### src/assert_macros.svh
// Assertion macros shared by the search block RTL.
// Depends on a clock named clk and a reset named rst in the including module.
`ifndef ASSERT_MACROS_SVH
`define ASSERT_MACROS_SVH

// Check that cond holds in the same cycle as trig.
`define CHK_SAME(label, trig, cond) \
  label: assert property (@(posedge clk) disable iff (rst) (trig) |-> (cond)) \
    else $error("check failed in sorted key search");

// Check that cond holds in the cycle after trig.
`define CHK_NEXT(label, trig, cond) \
  label: assert property (@(posedge clk) disable iff (rst) (trig) |=> (cond)) \
    else $error("check failed in sorted key search");

`endif

### src/sks_pkg.sv
// Shared types and constants for the sorted key search block.
// No dependencies; imported by every module of the block.
`timescale 1ns / 1ps
`default_nettype none

package sks_pkg;

  localparam int KEY_W         = 64;
  localparam int ID_W          = 10;
  localparam int POS_W         = 10;
  localparam int CNT_W         = 11;
  localparam int WIDE_W        = 17;   // holds any depth up to 65536
  localparam int DEPTH_DEFAULT = 1024;
  localparam logic [CNT_W-1:0] CNT_RESET = 11'd1024;

  localparam logic CMD_WRITE  = 1'b0;
  localparam logic CMD_LOOKUP = 1'b1;

  typedef struct packed {
    logic             cmd;
    logic [POS_W-1:0] position;
    logic [KEY_W-1:0] search_key;
    logic [ID_W-1:0]  entry_id;
  } in_t;

  typedef struct packed {
    logic            found;
    logic [ID_W-1:0] match_id;
  } out_t;

  typedef struct packed {
    logic [KEY_W-1:0] key;
    logic [ID_W-1:0]  id;
  } entry_t;

  typedef struct packed {
    logic hit;     // key equals the entry
    logic below;   // key is below the entry
    logic empty;   // narrowed interior holds no position
  } step_flags_t;

endpackage

`default_nettype wire

### src/sks_step.sv
// Shared compare and narrowing unit: one 64-bit compare per probe.
// Depends on sks_pkg for key width and the flag struct.
`timescale 1ns / 1ps
`default_nettype none

module sks_step
  import sks_pkg::*;
#(
  parameter int AW = 10
) (
  input  wire logic [KEY_W-1:0] key,
  input  wire logic [KEY_W-1:0] ent_key,
  input  wire logic [AW:0]      lo,
  input  wire logic [AW:0]      hi,
  input  wire logic [AW-1:0]    probe,
  output step_flags_t           flags,
  output logic      [AW:0]      lo_next,
  output logic      [AW:0]      hi_next,
  output logic      [AW-1:0]    probe_next
);

  logic [AW+1:0] sum;

  // Compare, then narrow the interior around the probe
  always_comb begin
    flags.hit   = (key == ent_key);
    flags.below = (key < ent_key);
    if (flags.below) begin
      lo_next = lo;
      hi_next = {1'b0, probe} - (AW+1)'(1);
    end else begin
      lo_next = {1'b0, probe} + (AW+1)'(1);
      hi_next = hi;
    end
    flags.empty = (hi_next < lo_next);
    sum         = {1'b0, lo_next} + {1'b0, hi_next};
    probe_next  = sum[AW:1];
  end

endmodule

`default_nettype wire

### config.mk
export PLATFORM = sky130hd
export DESIGN_NAME = sks_step
export DESIGN_NICKNAME = d
export VERILOG_FILES = /design/src/assert_macros.svh /design/src/sks_pkg.sv /design/src/sks_step.sv
export SDC_FILE = /design/constraint.sdc
export NUM_CORES = 1
export LEC_CHECK = 0
export ABC_CLOCK_PERIOD_IN_PS = 12150
export BUFFER_PORTS_ARGS = -buffer_cell sky130_fd_sc_hd__clkbuf_2
export CAP_MARGIN = 30
export CORE_MARGIN = 2
export CORE_UTILIZATION = 48
export DETAILED_ROUTE_END_ITERATION = 7
export PLACE_DENSITY = 0.95
export SYNTH_ARGS = -nofsm -noshare
export SYNTH_HDL_FRONTEND = slang
export SYNTH_SLANG_ARGS = --single-unit
### constraint.sdc
create_clock -name vclk -period 12.15
set_input_delay 1.215 -clock vclk [all_inputs]
set_output_delay 1.215 -clock vclk [all_outputs]
set_load 0.01 [all_outputs]
==> results.md, run 1 <==
* Status: finished clean
* Vias in the first global route at 3,498
* RSZ-0062 raised after global routing: no
* CP arrival at 6.15 ns
* Sequential-to-total area share from yosys stat at 0%
* Storage cell area at 0 um2
* Core ar. at 5850 um2
* Cell variety after synth at 44
* Ports at 195
* WS Path Type: in2out
* IO Port Bufs at 195
* Gr usage total at 24.7%
* Kind of cell adding the most delay to the critical path: compound AO/OA/AOI/OAI gates
* Die area at 6650 um2
* Final setup viols at 0
* Antenna cells at 0
* Leak Pwr at 0.00246 uW
* Final wirelength at 8.69 mm
* Postcts setup bufs at 0
* Final setup margin at 4.78 ns
* Crit path buffers/inverters at 3
* Drt pass-1 iters at 4
* Mapped Cells at 420
* Syn avg cell area at 6.87 um2
* DRC viols at 0
* Clock buffer cells at 0
* GPL Wtd Cong at 0.880
* Via count at 3,620
* Fillcell total at 474
* CP Capture Type: primary output
* 1st-iter DRT viols at 79
* First-pass GRT wire length at 13.4 mm
* Min Tclk post-route at 7.37 ns
* Req. time, crit path at 10.93 ns
* Crit-path max cell delay at 0.63 ns
* Row count at 28
* Layout area overhead at 36.0%
* Place WS at 4.86 ns
* Worst slew margin at 52.7%
* Max_cap viols at 0
* Via/cell ratio at 5.31
* Hold-fix buffers, CTS at 0
* Largest net degree at the start of global routing at 35
* FFs & Latches at 0
* Final period util at 60.6%
* Final Hold Fails at 0
* Share of Yosys cell area claimed by the top area cell type at 36.9%
* Layout cell share with drive strength beyond 1 at 34.3%
* Worst slew pin tran at 0.703 ns
* Worst vdd ir at 0.0433 mV
* DRT antenna net count at 0
* Synth top area cells: ha_1 (37%), inv_1 (12%), a21oi_1 (6.6%)
* Worst setup SP type: primary input
* Synth warn at 0
* Mapped cell area at 2890 um2
* HP Class: in2out
* Post-synth top area cell: ha_1
* Worst-path fanout max at 34
* Initial antenna violation count at 0
* Total gr overflow at 0
* Die Span Y at 81.5 um
* Fmax at 0.136 GHz
* CP Cell Sequence: clkbuf_2 -> inv_1 -> ha_1 -> a21oi_1 -> o21ai_0 -> a211oi_1 -> a21oi_1 -> nor4_1 -> nand2_2 -> o21ai_0 -> ha_1 -> a21oi_1 -> o21bai_1 -> a21oi_1 -> o21bai_1 -> a21oi_1 -> o21bai_1 -> a21oi_1 -> xor2_1 -> clkbuf_2
* Layout Nets at 855
* Initial Utilization at 49.3%
* Detailed placer's ending HPWL at 7.94 mm
* TNS Setup at 0 ns
* Slowest CP cell: nor4_1
* Post-cts repair resize count at 0
* Slew Viols, Final at 0
* Routed len/inst at 12.7 um
* Power Dens Cells at 56.8 nW/um2
* Horiz. Die Dim at 81.5 um
* Syn nets at 666
* Most frequent CP cell: a21oi_1
==> path summary, 6_finish.rpt <==
kind | to | cells after the start | startpoint | slack, ns
worst min-delay path | lo_next[10] | 4 | lo[10] | 2.77
worst max-delay path | probe_next[9] | 20 | ent_key[55] | 4.78
==> synth_stat cells, drive strengths merged, types with 2 or more instances <==
cell and n:
and3 4, buf 2, ha 85, o22a 2
nor3 9, a31oi 4, xnor2 12, o21ai 20
a221oi 3, a21oi 39, nor4 3, or4 2
o21bai 8, nand2 42, nor2 20, nand2b 2
nand4 9, clkbuf 6, a21o 9, mux2i 9
xor2 11, inv 89, a211oi 4, nand3 14
==> final cells by class <==
class                      instances  area [um2]  share of cell area (%)
inverter                          89         334                    8.51
multi-input combinational        323        2520                    64.2
tap                               75        93.8                    2.39
timing repair buffer             195         976                    24.9
==> layout by cell type, fill, tap and decap left out, drive strengths merged <==
cell type	count
xor2	11
mux2i	9
a221oi	3
nor2	20
a221o	1
o211ai	1
o21bai	8
or3	1
nor4b	1
nor4	3
inv	89
ha	85
nor2b	1
o31ai	1
a21o	9
nand2b	2
a21oi	39
nand4	9
and3	4
fa	1
o22a	2
o21ai	20
xnor2	12
or4	2
nand2	42
o311a	1
o41ai	1
nor3	9
clkbuf	195
and4	1
o2111ai	1
nand3	14
or2	1
a211oi	4
a31oi	4
==> worst min-delay path: stages <==
cell and delay (ns):
clkbuf_2 0.08, mux2i_1 0.08, inv_1 0.07, clkbuf_2 0.12
==> cells by family after synthesis <==
logic type	synth area share (%)
AO/OA/AOI/OAI	21.1
AND/OR/NAND/NOR	18.6
buffers and inverters	12.7
adder cells (fa/ha/maj)	37.6
XOR/XNOR	6.98
multiplexers	3.12
==> per-layer routing <==
metal	global-route usage [%]	wire, um	vias to the layer above
li1	-	-	1815
met3	3.52	719	39
met4	12.0	355	0
met5	0	0	-
met1	23.7	3200	1573
met2	50.4	4410	193
==> through the flow <==
stage / utilization (%) / instances / instance area [um2] / power (uW) / hold slack (ns)
final: 67.1 / 682 / 3920 / 223 / 2.77
after global routing: 67.1 / 682 / 3920 / 249 / 2.79
after floorplan: - / 420 / 2890 / 137 / 2.54
after global placement: 67.1 / 682 / 3920 / 211 / 2.77
after CTS: 67.1 / 682 / 3920 / 222 / 2.77
after detailed placement: 67.1 / 682 / 3920 / 220 / 2.77
==> where the power goes <==
part / internal, uW / switching [uW]
clock: 0 / 0
combinational: 97.6 / 125
sequential: 0 / 0
Note: power is estimated with default switching activity, not from simulation.
==> inputs of run 2 (changes only) <==
--- a/config.mk
+++ b/config.mk
@@ -5,13 +5,13 @@
 export SDC_FILE = /design/constraint.sdc
 export NUM_CORES = 1
 export LEC_CHECK = 0
-export ABC_CLOCK_PERIOD_IN_PS = 12150
+export ABC_CLOCK_PERIOD_IN_PS = 6200
 export BUFFER_PORTS_ARGS = -buffer_cell sky130_fd_sc_hd__clkbuf_2
 export CAP_MARGIN = 30
 export CORE_MARGIN = 2
-export CORE_UTILIZATION = 48
+export CORE_UTILIZATION = 40
 export DETAILED_ROUTE_END_ITERATION = 7
-export PLACE_DENSITY = 0.95
+export PLACE_DENSITY = 0.9
 export SYNTH_ARGS = -nofsm -noshare
 export SYNTH_HDL_FRONTEND = slang
 export SYNTH_SLANG_ARGS = --single-unit
==> constraint.sdc (replaced) <==
create_clock -name vclk -period 6.2
set_input_delay 0.62 -clock vclk [all_inputs]
set_output_delay 0.62 -clock vclk [all_outputs]
set_load 0.01 [all_outputs]
==> run 2 against run 1 <==
Combinational power up 96%; largest cell class unchanged; largest power group unchanged; sequential cell count unchanged; wire length up 5.1%.
==> results.md, run 2 (same netlist as run 1, synthesis figures left out) <==
* Status: finished clean
* Core ar. at 6870 um2 (+17%)
* Vias in the first global route at 3,592 (+2.7%)
* Req. time, crit path at 5.58 ns (-5.35 ns)
* GPL Wtd Cong at 0.897 (+1.9%)
* Power Dens Cells at 111 nW/um2 (+95%)
* Worst slew pin tran at 0.499 ns (-0.204 ns)
* Post-Layout Cell Count at 705 (+3.4%)
* Via/cell ratio at 5.12 (-3.6%)
* CP Capture Type: primary output
* Storage cell area at 0 um2 (unchanged)
* Min Tclk post-route at 5.60 ns
* Layout Nets at 857 (+0.23%)
* Final period util at 90.3%
* Drt pass-1 iters at 4 (unchanged)
* Worst setup SP type: primary input
* FFs & Latches at 0 (unchanged)
* Power Total at 438 uW (+97%)
* Final setup viols at 0 (unchanged)
* Final Hold Fails at 0 (unchanged)
* Largest net degree at the start of global routing at 24 (-31%)
* HP Class: in2out
* Antenna cells at 0 (unchanged)
* TNS Setup at 0 ns (unchanged)
* Postcts setup bufs at 0 (unchanged)
* DRT antenna net count at 0 (unchanged)
* Initial antenna violation count at 0 (unchanged)
* Via count at 3,609 (-0.30%)
* Row count at 30 (+7.1%)
* RSZ-0062 raised after global routing: no
* Worst vdd ir at 0.0656 mV (+52%)
* WS Path Type: in2out
* Post-cts repair resize count at 0 (unchanged)
* Detailed placer's ending HPWL at 8.45 mm (+6.4%)
* 1st-iter DRT viols at 64 (-19%)
* DRC viols at 0 (unchanged)
* Commonest cells after routing, fill and taps aside: clkbuf_2 (195), inv_1 (89), ha_1 (85)
* Clock buffer cells at 0 (unchanged)
* Hold-fix buffers, CTS at 0 (unchanged)
* Cell area after layout at 3970 um2 (+1.1%)
* First-pass GRT wire length at 14.3 mm (+6.8%)
* Initial Utilization at 42.0% (-7.3 points)
* Worst slew margin at 66.4% (+14 points)
* IO Port Bufs at 195 (unchanged)
* Area after DPL at 3970 um2 (+1.1%)
* Layout area overhead at 37.4%
* Fmax at 0.179 GHz
* Die area at 7910 um2 (+19%)
* Max_cap viols at 0 (unchanged)
* Leak Pwr at 0.00247 uW (+0.39%)
* CP arrival at 4.98 ns (-1.17 ns)
* Total gr overflow at 0 (unchanged)
* Horiz. Die Dim at 88.9 um (+9.1%)
* Routed len/inst at 12.9 um (+1.7%)
* Commonest non-fill, non-tap cell in the layout: clkbuf_2
* Worst-path fanout max at 23 (-32%)
* Layout cell share with drive strength beyond 1 at 34.5% (+0.22 points)
* DP Cell Count at 705 (+3.4%)
* Slew Viols, Final at 0 (unchanged)
* Ports at 195 (unchanged)
* Final wirelength at 9.13 mm (+5.1%)
* Die Span Y at 88.9 um (+9.1%)
* Gr usage total at 21.9% (-2.9 points)
[run 2: cell count changes in the layout (fill, tap and decap cells not counted), sizes merged]
cell and change:
buf +2
[run 2: power breakdown]
| group | internal, uW | leakage [uW] | total (uW) | switching (uW) |
|---|---|---|---|---|
| Combinational | 193 | 0.00247 | 438 | 245 |
| Sequential | 0 | 0 | 0 | 0 |
| Clock | 0 | 0 | 0 | 0 |
| Total | 193 | 0.00247 | 438 | 245 |
[run 2: final timing paths]
| path | depth (start not counted) | start | end |
|---|---|---|---|
| max | 21 | ent_key[35] | probe_next[9] |
| min | 4 | hi[10] | hi_next[10] |
[run 2: area by class of cell]
| class | instances | area (um2) |
|---|---|---|
| Fill cell | 664 | 2900 |
| Inverter | 89 | 334 |
| Multi-Input combinational cell | 323 | 2520 |
| Tap cell | 96 | 120 |
| Timing Repair Buffer | 197 | 991 |
[run 2: stage by stage]
| step | setup slack (ns) | hold slack, ns | util (%) |
|---|---|---|---|
| global route | 0.268 | 1.63 | 57.7 |
| detailed placement | 0.662 | 1.58 | 57.7 |
| floorplan | 1.06 | 1.35 | - |
| global placement | 0.825 | 1.57 | 57.7 |
| CTS | 0.646 | 1.59 | 57.7 |
| finish | 0.603 | 1.60 | 57.7 |
[run 2: layer usage]
layer / GRT usage, % / vias up / share of wire (%)
met1: 21.2 / 1610 / 38
met5: 0 / - / 0
met2: 46.5 / 159 / 53
met3: 3.05 / 24 / 7.2
met4: 6.38 / 0 / 2.4
li1: - / 1816 / -
[run 2: critical path: stages]
cell and delay (ns):
clkbuf_2 0.08, inv_1 0.04, ha_1 0.30, nand4_2 0.16, or4_4 0.56, or3_4 0.39
o22a_4 0.21, nand2_2 0.21, buf_4 0.31, nand2_1 0.08, o21ai_0 0.15, ha_1 0.38
a21oi_1 0.25, o21bai_1 0.10, a21oi_1 0.23, o21bai_1 0.09, a21oi_1 0.25, o21bai_1 0.09
a21oi_1 0.17, xor2_1 0.15, clkbuf_2 0.15
